===== config.mk =====
export PLATFORM = sky130hd
export DESIGN_NAME = intel_hex_record_encoder_flat
export DESIGN_NICKNAME = d
export VERILOG_FILES = /design/src/sv/ihr_pkg.sv /design/src/sv/ihr_if.sv /design/src/sv/ihr_record_buf.sv /design/src/sv/ihr_tracker.sv /design/src/sv/ihr_emitter.sv /design/src/sv/intel_hex_record_encoder.sv /design/src/flat_wrapper.sv
export SDC_FILE = /design/constraint.sdc
export NUM_CORES = 1
export LEC_CHECK = 0
export BUFFER_PORTS_ARGS = -buffer_cell sky130_fd_sc_hd__buf_2
export CAP_MARGIN = 20
export CELL_PAD_IN_SITES_DETAIL_PLACEMENT = 0
export CELL_PAD_IN_SITES_GLOBAL_PLACEMENT = 1
export CORE_ASPECT_RATIO = 0.7
export CORE_UTILIZATION = 50
export DETAILED_ROUTE_END_ITERATION = 6
export GPL_TIMING_DRIVEN = 0
export PLACE_DENSITY = 0.76
export SLEW_MARGIN = 30
export SYNTH_ARGS = -nofsm -noshare
export SYNTH_HDL_FRONTEND = slang
export SYNTH_SLANG_ARGS = --single-unit

===== constraint.sdc =====
create_clock -name clk -period 5.81 [get_ports clk]
set_clock_uncertainty 0.1 [all_clocks]
set_input_delay 0.2905 -clock clk [delete_from_list [all_inputs] [get_ports clk]]
set_output_delay 0.2905 -clock clk [all_outputs]
set_load 0.05 [all_outputs]

===== src/sv/ihr_pkg.sv =====
// Shared types, constants and helpers for the Intel HEX record encoder.
package ihr_pkg;

  localparam int unsigned BUF_DEPTH = 16;
  localparam int unsigned BUF_AW    = 4;
  localparam int unsigned FILL_W    = 5;

  localparam logic [7:0] TYPE_DATA = 8'h00;
  localparam logic [7:0] TYPE_EOF  = 8'h01;
  localparam logic [7:0] TYPE_ELA  = 8'h04;
  localparam logic [7:0] ELA_LEN   = 8'h02;

  localparam logic [6:0] ASCII_ZERO   = 7'd48;
  localparam logic [6:0] ASCII_A_BASE = 7'd55;

  // Records to send for one accepted item, plus their fixed fields.
  typedef struct packed {
    logic              ela;
    logic              data;
    logic              eof;
    logic [FILL_W-1:0] dlen;
    logic [15:0]       offset;
    logic [15:0]       page;
  } rec_plan_t;

  function automatic logic [6:0] hex_digit(input logic [3:0] v);
    hex_digit = (v < 4'd10) ? (ASCII_ZERO + {3'b000, v}) : (ASCII_A_BASE + {3'b000, v});
  endfunction

endpackage


===== src/sv/ihr_if.sv =====
// Channel interfaces: input data items and output record-byte items.
interface ihr_in_if;
  logic       valid;
  logic       ready;
  logic [7:0] data_byte;
  logic       last_byte;

  modport source (output valid, output data_byte, output last_byte, input ready);
  modport sink   (input valid, input data_byte, input last_byte, output ready);
endinterface

interface ihr_out_if;
  logic       valid;
  logic       ready;
  logic [6:0] hex_high;
  logic [6:0] hex_low;
  logic       record_start;
  logic       record_end;
  logic       run_last;

  modport source (output valid, output hex_high, output hex_low, output record_start,
                  output record_end, output run_last, input ready);
  modport sink   (input valid, input hex_high, input hex_low, input record_start,
                  input record_end, input run_last, output ready);
endinterface


===== src/sv/ihr_record_buf.sv =====
// Record payload memory: one write port, one registered read port.
module ihr_record_buf import ihr_pkg::*; (
  input  logic              clk,
  input  logic              wr_en,
  input  logic [BUF_AW-1:0] wr_addr,
  input  logic [7:0]        wr_data,
  input  logic [BUF_AW-1:0] rd_addr,
  output logic [7:0]        rd_data
);

  logic [7:0] mem [BUF_DEPTH];

  always_ff @(posedge clk) begin
    if (wr_en) begin
      mem[wr_addr] <= wr_data;
    end
    rd_data <= mem[rd_addr];
  end

endmodule


===== src/sv/ihr_tracker.sv =====
// Address, page and fill bookkeeping; stores each item and plans the records.
module ihr_tracker import ihr_pkg::*; #(
  parameter int unsigned REC_LIMIT = 16
) (
  input  logic              clk,
  input  logic              rst,
  input  logic              cfg_we,
  input  logic [31:0]       cfg_wdata,
  ihr_in_if.sink            data,
  input  logic              emit_busy,
  output logic              wr_en,
  output logic [BUF_AW-1:0] wr_addr,
  output logic [7:0]        wr_data,
  output logic              plan_valid,
  output rec_plan_t         plan
);

  logic [31:0]       start_address;
  logic              started;
  logic [31:0]       next_address;
  logic [15:0]       current_page;
  logic [FILL_W-1:0] fill_count;
  logic [15:0]       record_offset;

  logic              accept;
  logic [31:0]       addr_now;
  logic [FILL_W-1:0] fill_now;
  logic [FILL_W-1:0] fill_inc;
  logic [15:0]       page_now;
  logic [15:0]       offset_now;
  logic              opens;
  logic              need_ela;
  logic              closes;

  assign data.ready = !emit_busy;
  assign accept     = data.valid && data.ready;

  always_comb begin
    addr_now   = started ? next_address : start_address;
    fill_now   = started ? fill_count : '0;
    fill_inc   = fill_now + FILL_W'(1);
    page_now   = addr_now[31:16];
    opens      = (fill_now == '0);
    need_ela   = opens && (!started || (page_now != current_page));
    offset_now = opens ? addr_now[15:0] : record_offset;
    closes     = (fill_inc >= FILL_W'(REC_LIMIT)) || (addr_now[15:0] == 16'hFFFF)
                 || data.last_byte;
  end

  assign wr_en   = accept;
  assign wr_addr = fill_now[BUF_AW-1:0];
  assign wr_data = data.data_byte;

  assign plan_valid  = accept && (need_ela || closes);
  assign plan.ela    = need_ela;
  assign plan.data   = closes;
  assign plan.eof    = data.last_byte;
  assign plan.dlen   = fill_inc;
  assign plan.offset = offset_now;
  assign plan.page   = page_now;

  always_ff @(posedge clk) begin
    if (rst) begin
      start_address <= '0;
      started       <= 1'b0;
      next_address  <= '0;
      current_page  <= '0;
      fill_count    <= '0;
      record_offset <= '0;
    end else begin
      if (cfg_we) begin
        start_address <= cfg_wdata;
      end
      if (accept) begin
        started       <= !data.last_byte;
        next_address  <= addr_now + 32'd1;
        record_offset <= offset_now;
        fill_count    <= closes ? '0 : fill_inc;
        if (need_ela) begin
          current_page <= page_now;
        end
      end
    end
  end

endmodule


===== src/sv/ihr_emitter.sv =====
// Record sequencer: walks the planned records one byte per cycle into the output register while records is not stalled.
module ihr_emitter import ihr_pkg::*; (
  input  logic              clk,
  input  logic              rst,
  input  logic              plan_valid,
  input  rec_plan_t         plan,
  output logic              busy,
  output logic [BUF_AW-1:0] rd_addr,
  input  logic [7:0]        rd_data,
  ihr_out_if.source         records
);

  typedef enum logic [1:0] {KIND_ELA, KIND_DATA, KIND_EOF} kind_t;
  typedef enum logic [2:0] {PH_COUNT, PH_ADDR_HI, PH_ADDR_LO, PH_TYPE, PH_PAYLOAD,
                            PH_CHECK} phase_t;

  kind_t             kind;
  phase_t            phase;
  logic [BUF_AW-1:0] idx;
  logic [BUF_AW-1:0] idx_next;
  logic [7:0]        sum;
  logic              pend_data;
  logic              pend_eof;
  logic [FILL_W-1:0] dlen;
  logic [15:0]       offset;
  logic [15:0]       page;

  logic              advance;
  logic [FILL_W-1:0] cur_len;
  logic [15:0]       cur_addr;
  logic [7:0]        cur_type;
  logic [7:0]        byte_val;
  logic              final_byte;
  logic              pay_done;

  assign advance = busy && (!records.valid || records.ready);

  always_comb begin
    case (kind)
      KIND_ELA: begin
        cur_len  = FILL_W'(ELA_LEN);
        cur_addr = '0;
        cur_type = TYPE_ELA;
      end
      KIND_DATA: begin
        cur_len  = dlen;
        cur_addr = offset;
        cur_type = TYPE_DATA;
      end
      default: begin
        cur_len  = '0;
        cur_addr = '0;
        cur_type = TYPE_EOF;
      end
    endcase
  end

  assign pay_done = ({1'b0, idx} == (cur_len - FILL_W'(1)));

  always_comb begin
    case (phase)
      PH_COUNT:   byte_val = {{(8 - FILL_W){1'b0}}, cur_len};
      PH_ADDR_HI: byte_val = cur_addr[15:8];
      PH_ADDR_LO: byte_val = cur_addr[7:0];
      PH_TYPE:    byte_val = cur_type;
      PH_PAYLOAD: begin
        if (kind == KIND_ELA) begin
          byte_val = (idx == '0) ? page[15:8] : page[7:0];
        end else begin
          byte_val = rd_data;
        end
      end
      default:    byte_val = 8'h00 - sum;
    endcase
  end

  assign final_byte = (phase == PH_CHECK) && !pend_data && !pend_eof;

  // Read address follows the next index so read data is current once the index settles.
  always_comb begin
    idx_next = idx;
    if (advance) begin
      if (phase == PH_TYPE) begin
        idx_next = '0;
      end else if (phase == PH_PAYLOAD) begin
        idx_next = idx + BUF_AW'(1);
      end
    end
  end

  assign rd_addr = idx_next;

  always_ff @(posedge clk) begin
    if (rst) begin
      busy          <= 1'b0;
      phase         <= PH_COUNT;
      kind          <= KIND_ELA;
      pend_data     <= 1'b0;
      pend_eof      <= 1'b0;
      idx           <= '0;
      records.valid <= 1'b0;
    end else begin
      idx <= idx_next;
      if (advance) begin
        records.valid        <= 1'b1;
        records.hex_high     <= hex_digit(byte_val[7:4]);
        records.hex_low      <= hex_digit(byte_val[3:0]);
        records.record_start <= (phase == PH_COUNT);
        records.record_end   <= (phase == PH_CHECK);
        records.run_last     <= final_byte;
        sum <= (phase == PH_COUNT) ? byte_val : sum + byte_val;
        case (phase)
          PH_COUNT:   phase <= PH_ADDR_HI;
          PH_ADDR_HI: phase <= PH_ADDR_LO;
          PH_ADDR_LO: phase <= PH_TYPE;
          PH_TYPE:    phase <= (cur_len == '0) ? PH_CHECK : PH_PAYLOAD;
          PH_PAYLOAD: begin
            if (pay_done) begin
              phase <= PH_CHECK;
            end
          end
          default: begin
            phase <= PH_COUNT;
            if (pend_data) begin
              kind      <= KIND_DATA;
              pend_data <= 1'b0;
            end else if (pend_eof) begin
              kind     <= KIND_EOF;
              pend_eof <= 1'b0;
            end else begin
              busy <= 1'b0;
            end
          end
        endcase
      end else if (records.ready) begin
        records.valid <= 1'b0;
      end

      if (plan_valid) begin
        busy      <= 1'b1;
        phase     <= PH_COUNT;
        kind      <= plan.ela ? KIND_ELA : KIND_DATA;
        pend_data <= plan.ela && plan.data;
        pend_eof  <= plan.eof;
        dlen      <= plan.dlen;
        offset    <= plan.offset;
        page      <= plan.page;
      end
    end
  end

endmodule


===== src/sv/intel_hex_record_encoder.sv =====
// Top level of the Intel HEX record encoder (32-bit linear addressing).
//
//  channel   | dir | handshake     | payload
//  ----------+-----+---------------+-------------------------------------------------
//  data      | in  | valid/ready   | data_byte[7:0], last_byte
//  records   | out | valid/ready   | hex_high[6:0], hex_low[6:0], record_start,
//            |     |               | record_end, run_last
//  cfg       | in  | cfg_we        | cfg_wdata[31:0] = start_address
//
// An item that causes no records does not hold data.ready low. An item that
// causes records holds data.ready low while the output sequencer sends their
// bytes (7 for an address record, 5 + length for a data record, 5 for end of
// file); the sequencer emits one record byte per cycle unless records stalls.
// A stall on records holds the sequencer; the output register keeps its item.
// Reset is synchronous and clears all control state; no clearing pass is needed.
module intel_hex_record_encoder import ihr_pkg::*; #(
  parameter int RECORD_BYTES = 16
) (
  input  logic        clk,
  input  logic        rst,
  input  logic        cfg_we,
  input  logic [31:0] cfg_wdata,
  ihr_in_if.sink      data,
  ihr_out_if.source   records
);

  localparam int unsigned REC_LIMIT =
    (RECORD_BYTES < 1) ? 1 :
    (RECORD_BYTES > int'(BUF_DEPTH)) ? BUF_DEPTH : RECORD_BYTES;

  logic              emit_busy;
  logic              wr_en;
  logic [BUF_AW-1:0] wr_addr;
  logic [7:0]        wr_data;
  logic [BUF_AW-1:0] rd_addr;
  logic [7:0]        rd_data;
  logic              plan_valid;
  rec_plan_t         plan;

  ihr_tracker #(.REC_LIMIT(REC_LIMIT)) u_tracker (
    .clk        (clk),
    .rst        (rst),
    .cfg_we     (cfg_we),
    .cfg_wdata  (cfg_wdata),
    .data       (data),
    .emit_busy  (emit_busy),
    .wr_en      (wr_en),
    .wr_addr    (wr_addr),
    .wr_data    (wr_data),
    .plan_valid (plan_valid),
    .plan       (plan)
  );

  ihr_record_buf u_buf (
    .clk     (clk),
    .wr_en   (wr_en),
    .wr_addr (wr_addr),
    .wr_data (wr_data),
    .rd_addr (rd_addr),
    .rd_data (rd_data)
  );

  ihr_emitter u_emitter (
    .clk        (clk),
    .rst        (rst),
    .plan_valid (plan_valid),
    .plan       (plan),
    .busy       (emit_busy),
    .rd_addr    (rd_addr),
    .rd_data    (rd_data),
    .records    (records)
  );

endmodule


===== src/flat_wrapper.sv =====
// flat-port wrapper written by rule: the top's interface ports become plain ports
module intel_hex_record_encoder_flat import ihr_pkg::*;
#(
  parameter int RECORD_BYTES = 16
)
  (clk, rst, cfg_we, cfg_wdata, data_valid, data_data_byte, data_last_byte, data_ready, records_valid, records_hex_high, records_hex_low, records_record_start, records_record_end, records_run_last, records_ready);
  ihr_in_if data_i ();
  ihr_out_if records_i ();
  input  logic clk;
  input  logic rst;
  input  logic cfg_we;
  input  logic [31:0] cfg_wdata;
  input wire logic [$bits(data_i.valid)-1:0] data_valid;
  input wire logic [$bits(data_i.data_byte)-1:0] data_data_byte;
  input wire logic [$bits(data_i.last_byte)-1:0] data_last_byte;
  output wire logic [$bits(data_i.ready)-1:0] data_ready;
  output wire logic [$bits(records_i.valid)-1:0] records_valid;
  output wire logic [$bits(records_i.hex_high)-1:0] records_hex_high;
  output wire logic [$bits(records_i.hex_low)-1:0] records_hex_low;
  output wire logic [$bits(records_i.record_start)-1:0] records_record_start;
  output wire logic [$bits(records_i.record_end)-1:0] records_record_end;
  output wire logic [$bits(records_i.run_last)-1:0] records_run_last;
  input wire logic [$bits(records_i.ready)-1:0] records_ready;
  assign data_i.valid = data_valid;
  assign data_i.data_byte = data_data_byte;
  assign data_i.last_byte = data_last_byte;
  assign data_ready = data_i.ready;
  assign records_valid = records_i.valid;
  assign records_hex_high = records_i.hex_high;
  assign records_hex_low = records_i.hex_low;
  assign records_record_start = records_i.record_start;
  assign records_record_end = records_i.record_end;
  assign records_run_last = records_i.run_last;
  assign records_i.ready = records_ready;
  intel_hex_record_encoder #(.RECORD_BYTES(RECORD_BYTES)) u_core (.clk(clk), .rst(rst), .cfg_we(cfg_we), .cfg_wdata(cfg_wdata), .data(data_i), .records(records_i));
endmodule

==> flow_summary.toml, run 1 <==
[timing]
maxSlewHeadroom_pct = 45.08
worst_pin_slew_ps = 823.7
setup_viol = 0
fmax_mhz = 182.7
rsz0062_at_grt = "no"
period_minus_slack_ps = 5474
hold_violations = 0
fin_crit_sh_pct = 94.22
slew_violations = 0

[logic_synthesis]
syn-cell-area_um2 = 15540
synthFlopType = "edfxtp_1"
synth_fp_nets = 1528
ys_ff_latch = 313
synth-xor-area-share_pct = 3.437
ys_warn_count = 0
seq_area_frac_synth_pct = 52.54
synth.area.mux_share_pct = 9.184
async_flop_share_pct = 0
synth_cells = 1463
synth_edf_count = 190
synthAdderAreaFrac_pct = 1.578
avgSynthCellArea_um2 = 10.63
yosys.area_share.simple_pct = 14.27
synth_top_family_by_area = "compound AO/OA/AOI/OAI gates"
synth_compound_area_share_pct = 15.04
ys_types = 84

[routing]
totalWireLength_um = 44950
firstDrtPassIters = 5
drcViolationCount = 0
ant_nets = 0
wire_per_inst_um = 22.14
drtIter0Drc = 1375
drt-vias-per-instance = 5.955
vias = 12090

[cells_and_area]
nets = 1658
fin_cells = 2030
finish.utilization_pct = 58.86
drive_above_1_share_pct = 12.79
antenna_cells = 0
area_growth_pct = 14.75

[critical_path]
r2r_end = "u_core.u_emitter.offset[9]"
cp.required_ps = 6050
r2r-start = "u_core.u_tracker.started"
arrival_ps = 5720
cp_max_fo = 21
cp-startpoint = "u_core.u_tracker.started"
cp-start-kind = "register"
crit_end = "u_core.u_emitter.offset[9]"
reg2reg_slack_ps = 340
endpoint_kind = "register"
crit_type = "register to register"
r2r_cells = 18

[grt]
grt_usage_pct = 28.44
antenna_found_initial = 0
grt_pass1_wl_um = 67100
grt_max_degree = 26
overflow = 0
first_global_vias = 11020

[floorplan]
die_h_um = 149.5
initial_core_util_pct = 51.29
rows = 53
die_w_um = 212.7
boundaryPins = 65
core_area_um2 = 30310
die_area_um2 = 31810

[cts]
cts-root-buf = "clkbuf_16"
clkSlewWorstSetupHoldPaths_ps = 70
cts_tree = "built"
cts_sinks = 313
htree_levels = 1
clock_path_buffers = 3
postCtsResizedCells = 0
post-cts-setup-buffers = 0
cts-buffers-inserted = 31
insertion_delay_ps = 600

[run_status]
status = "finished, final reports clean"

[place]
port_buffers = 62
dp.cells = 1938
dpl.hpwl_um = 32650
gp_congestion = 0.9966

[min_path]
hold_class = "input port to register"

[pwr]
irDropWorstVdd_mv = 0.2294
leakage_nw = 6.508
p_per_area_nw_per_um2 = 285.0

[run]
maxCapViolCount = 0
==> state kept, by name, indices dropped and copies added, names as in the netlist, 4 cells and up <==
name	count
u_core.u_tracker.start_address	32
u_core.u_emitter.dlen	5
u_core.u_emitter.offset	16
u_core.u_emitter.page	16
u_core.u_emitter.sum	8
u_core.u_tracker.current_page	16
u_core.u_tracker.record_offset	16
u_core.u_buf.mem	128
u_core.u_tracker.fill_count	5
u_core.u_buf.rd_data	8
u_core.u_emitter.idx	4
u_core.u_tracker.next_address	32
u_core.u_emitter.records.hex_high	7
u_core.u_emitter.records.hex_low	7
==> area by class of cell <==
| type | instances | area [um^2] |
|---|---|---|
| inverters | 33 | 123.9 |
| flip-flops and latches | 313 | 8168 |
| plain buffers | 94 | 489.2 |
| well taps | 412 | 515.5 |
| fillers | 2549 | 12470 |
| repair buffers | 97 | 678.2 |
| clock buffers | 39 | 877.1 |
| clock inverters | 19 | 206.4 |
| multi-input cells | 1023 | 6779 |
==> power by group <==
group	total, mW	internal [mW]	leakage, nW	switching, mW
Sequential	2.47	2.43	2.74	0.0465
Clock	2.12	1.22	0.546	0.906
Combinational	0.489	0.174	3.23	0.315
==> worst min path at each step <==
stage,from,cells past startpoint,endpoint
floorplan,data_data_byte[0],0,u_core.u_buf.mem[0][0]
global placement,u_core.u_tracker.next_address[20],2,u_core.u_tracker.next_address[20]
detailed placement,u_core.u_tracker.record_offset[14],2,u_core.u_tracker.record_offset[14]
CTS,cfg_we,3,u_core.u_tracker.start_address[0]
global route,cfg_we,3,u_core.u_tracker.start_address[0]
finish,cfg_we,3,u_core.u_tracker.start_address[0]
==> placed cells by master, fill, tap and decap left out, types with 8 or more instances in the layout <==
master	instances
a31oi_1	11
a21oi_1	98
ha_1	18
a211oi_1	9
a221oi_1	18
mux2_2	23
nand3_1	31
nand2_1	202
nor3_1	21
a22o_1	18
a221o_1	11
edfxtp_1	190
xor2_1	22
clkbuf_1	53
xnor2_1	39
dlygate4sd3_1	34
buf_2	76
buf_1	13
dfxtp_1	123
clkinv_2	8
o22ai_1	27
o221ai_1	9
mux2i_1	100
buf_6	9
inv_1	29
nor2b_1	10
nand3b_1	11
and3_1	12
a21o_1	8
nor3b_1	9
nor2_1	110
o21a_1	9
o21ai_1	11
clkbuf_16	32
o21ai_0	61
==> cell usage after synthesis (27+ instances only) <==
master	n	area, um^2
o22ai_1	27	168.9
nor2_1	112	420.4
mux2i_1	100	1001
edfxtp_1	190	5705
dfxtp_1	123	2462
xnor2_1	39	341.6
a21oi_1	98	490.5
nand2_1	202	758.2
inv_1	29	108.9
o21ai_0	61	305.3
nand3_1	31	155.2
clkbuf_1	51	191.4
==> routing by layer <==
layer	track usage [%]	wire, um	vias up
li1	-	-	5669
met5	0	0	-
met4	4.353	573	0
met2	37.88	17740	512
met1	46.16	21870	5860
met3	6.925	4767	47
==> critical path, stage by stage, from the launching register on <==
cell and delay, ps:
dfxtp_1 320, buf_6 170, buf_6 210, buf_12 180, buf_2 360, buf_2 370
buf_2 340, clkbuf_1 450, nand2_1 310, inv_1 150, ha_1 210, nand3_1 110
xnor2_1 160, and2_1 190, nor3b_2 590, nor2_1 210, a21oi_1 330, nor2_4 190
buf_16 250
==> through the flow <==
stage | setup slack, ps | area [um^2] | hold slack (ps) | TNS, ps | power (mW)
6_report | 336.0 | 17840 | 17.98 | 0 | 5.083
5_1_grt | 73.39 | 17840 | 33.44 | 0 | 5.226
4_1_cts | 472.3 | 17840 | 1.479 | 0 | 5.098
3_5_place_dp | 498.3 | 16410 | 347.6 | 0 | 2.981
3_3_place_gp | -1060 | 16370 | 338.8 | -39070 | 2.971
2_1_floorplan | 868.9 | 15540 | 289.4 | 0 | 2.807
==> kinds of logic after synthesis <==
family,after synthesis
XOR/XNOR,61
buffers and inverters,127
multiplexers,135
AO/OA/AOI/OAI,346
flip-flops,313
AND/OR/NAND/NOR,462
adder cells (fa/ha/maj),19
==> repair_timing <==
action / in CTS / in global routing
endpoints found under the hold margin: 34 / 0
endpoints found under the setup margin: 0 / 0
hold buffers: 34 / 0
(Power assumes the default switching activity.)
==> run 2: changes to the inputs <==
--- a/config.mk
+++ b/config.mk
@@ -10,10 +10,11 @@
 export CELL_PAD_IN_SITES_DETAIL_PLACEMENT = 0
 export CELL_PAD_IN_SITES_GLOBAL_PLACEMENT = 1
 export CORE_ASPECT_RATIO = 0.7
-export CORE_UTILIZATION = 50
+export CORE_MARGIN = 2
+export CORE_UTILIZATION = 54
 export DETAILED_ROUTE_END_ITERATION = 6
 export GPL_TIMING_DRIVEN = 0
-export PLACE_DENSITY = 0.76
+export PLACE_DENSITY = 0.82
 export SLEW_MARGIN = 30
 export SYNTH_ARGS = -nofsm -noshare
 export SYNTH_HDL_FRONTEND = slang
==> constraint.sdc (replaced) <==
create_clock -name clk -period 6.7 [get_ports clk]
set_clock_uncertainty 0.1 [all_clocks]
set_input_delay 0.335 -clock clk [delete_from_list [all_inputs] [get_ports clk]]
set_output_delay 0.335 -clock clk [all_outputs]
set_load 0.05 [all_outputs]
==> run 2 against run 1 <==
  * Highest routed layer unchanged
  * Cell count decreased by 2.1%
  * Critical path type unchanged
  * Global-route usage increased by 1.1 points
  * Sequential share of layout area increased by 0.30 points
  * Non-clock buffer count decreased by 1
==> flow_summary.toml, run 2 (synthesis gave the netlist of run 1 again) <==
[floorplan]
die_area_um2 = 30180
rows = 51
die_h_um = 146.0
core_area_um2 = 28080
initial_core_util_pct = 55.37
die_w_um = 206.8
boundaryPins = 65

[routing]
vias = 12120
drt-vias-per-instance = 6.098
totalWireLength_um = 44450
drcViolationCount = 0
ant_nets = 0
wire_per_inst_um = 22.36
firstDrtPassIters = 5
drtIter0Drc = 1316

[grt]
overflow = 0
first_global_vias = 11350
grt_max_degree = 26
grt_pass1_wl_um = 67320
grt_usage_pct = 29.50
antenna_found_initial = 0

[cells_and_area]
area_growth_pct = 13.99
largestRegisters = "u_core.u_buf.mem: 128 flops, u_core.u_tracker.next_address: 32 flops, u_core.u_tracker.start_address: 32 flops"
final_cell_mix = "nand2_1, edfxtp_1, dfxtp_1"
regMostFlops = "u_core.u_buf.mem"
largest_reg_flops = 128
final_common_cell = "nand2_1"
nets = 1657
drive_above_1_share_pct = 12.31
final_area_um2 = 17720
finish.utilization_pct = 63.11
antenna_cells = 0

[cts]
htree_levels = 1
cts-root-buf = "clkbuf_16"
clock_path_buffers = 3
insertion_delay_ps = 590
cts-buffers-inserted = 31
clkSlewWorstSetupHoldPaths_ps = 60
postCtsResizedCells = 0
cts_tree = "built"
cts_sinks = 313

[pwr]
switching_share_pct = 24.84
clockPowerShare_pct = 40.7
p_per_area_nw_per_um2 = 244.0
p_switching_mw = 1.074
pwr-share-comb_pct = 9.7
irDropWorstVdd_mv = 0.1953
p_seq_share_pct = 49.6
leakage_nw = 6.467
p_int_mw = 3.249

[place]
placed_cell_area_um2 = 16360
place_ws_ps = 1376
port_buffers = 62
dpl.hpwl_um = 32190
gp_congestion = 0.9871

[timing]
holdWs_ps = 26.92
hold_violations = 0
setup_viol = 0
setup_slack_ps = 1307
fin_crit_sh_pct = 80.49
period_minus_slack_ps = 5393
maxSlewHeadroom_pct = 42.74
rsz0062_at_grt = "no"
worst_pin_slew_ps = 858.9
slew_violations = 0
fmax_mhz = 185.4

[critical_path]
worstPathBufferInverterCount = 9
crit_type = "register to register"
cp_max_fo = 21
cp-start-kind = "register"
crit_chain = "buf_6, buf_6, buf_12, buf_2, buf_2, buf_2, clkbuf_1, nand2_1, inv_1, ha_1, nand3_1, xnor2_1, and2_1, nor3b_2, nor2_1, a21oi_1, nor2_4, buf_16"
reg2reg_slack_ps = 1310
crit_slowest_cell = "nor3b_2"
cp.required_ps = 6940
endpoint_kind = "register"
slowest_delay_ps = 560
crit_top_cell = "buf_2"
crit_family = "buffers and inverters"
arrival_ps = 5630

[run]
maxCapViolCount = 0

[run_status]
status = "finished, final reports clean"

[min_path]
hold_class = "input port to register"
[run 2: cell count changes in the layout (fill, tap and decap cells not counted), sizes merged]
cell | before | now
dlygate4sd3 | 34 | 33
inv | 36 | 32
clkinv | 13 | 14
clkinvlp | 0 | 1
clkbuf | 90 | 94
bufinv | 3 | 1
[run 2: routing by layer]
layer	GRT usage, %	wire, um
met1	46.63	21270
met2	39.52	17630
met3	9.942	5072
met4	4.043	486
met5	0	0
[run 2: worst reg2reg max path, delay by kind of cell (launching register included)]
kind,cells,cell delay [ps]
AOI/OAI and AO/OA,1,320
xor gates and xnor gates,1,160
adders and majority gates,1,220
buffers and inverters,9,2470
DFF,1,320
and+or+nand+nor,6,1520
[run 2: per-stage QoR]
step,setup TNS (ps),instances,total power [mW]
6_report,0,1988,4.323
2_1_floorplan,0,1463,2.434
3_5_place_dp,0,1897,2.581
5_1_grt,0,1988,4.451
3_3_place_gp,-3250,1896,2.572
4_1_cts,0,1988,4.323
[run 2: repair_timing]
item | CTS | global route
setup buffers | 0 | 0
hold buffers | 33 | 0
endpoints found under the hold margin | 33 | 0
[run 2: path summary, 6_finish.rpt]
check / start / end / depth (start not counted)
worst min register to register: u_core.u_tracker.record_offset[11] / u_core.u_tracker.record_offset[11] / 2
worst max-delay path: u_core.u_tracker.started / u_core.u_emitter.offset[11] / 18
worst min-delay path: cfg_we / u_core.u_tracker.start_address[1] / 3
worst max register to register: u_core.u_tracker.started / u_core.u_emitter.offset[11] / 18
[run 2: final cells by class]
cell class | count | area, um^2
fillers | 2316 | 10360
clock buffers | 43 | 914.6
well taps | 371 | 464.2
multi-input cells | 1023 | 6779
flip-flops and latches | 313 | 8168
clock inverters | 15 | 112.6
inverters | 33 | 123.9
plain buffers | 94 | 489.2
repair buffers | 96 | 668.1
[run 2: power groups by stage]
stage          combinational [mW]  clock, mW  sequential (mW)
2_1_floorplan               0.253          0             2.18
3_3_place_gp                0.388          0             2.18
3_5_place_dp                0.397          0             2.18
4_1_cts                     0.414       1.77             2.14
5_1_grt                     0.453       1.85             2.15
6_report                    0.421       1.76             2.14
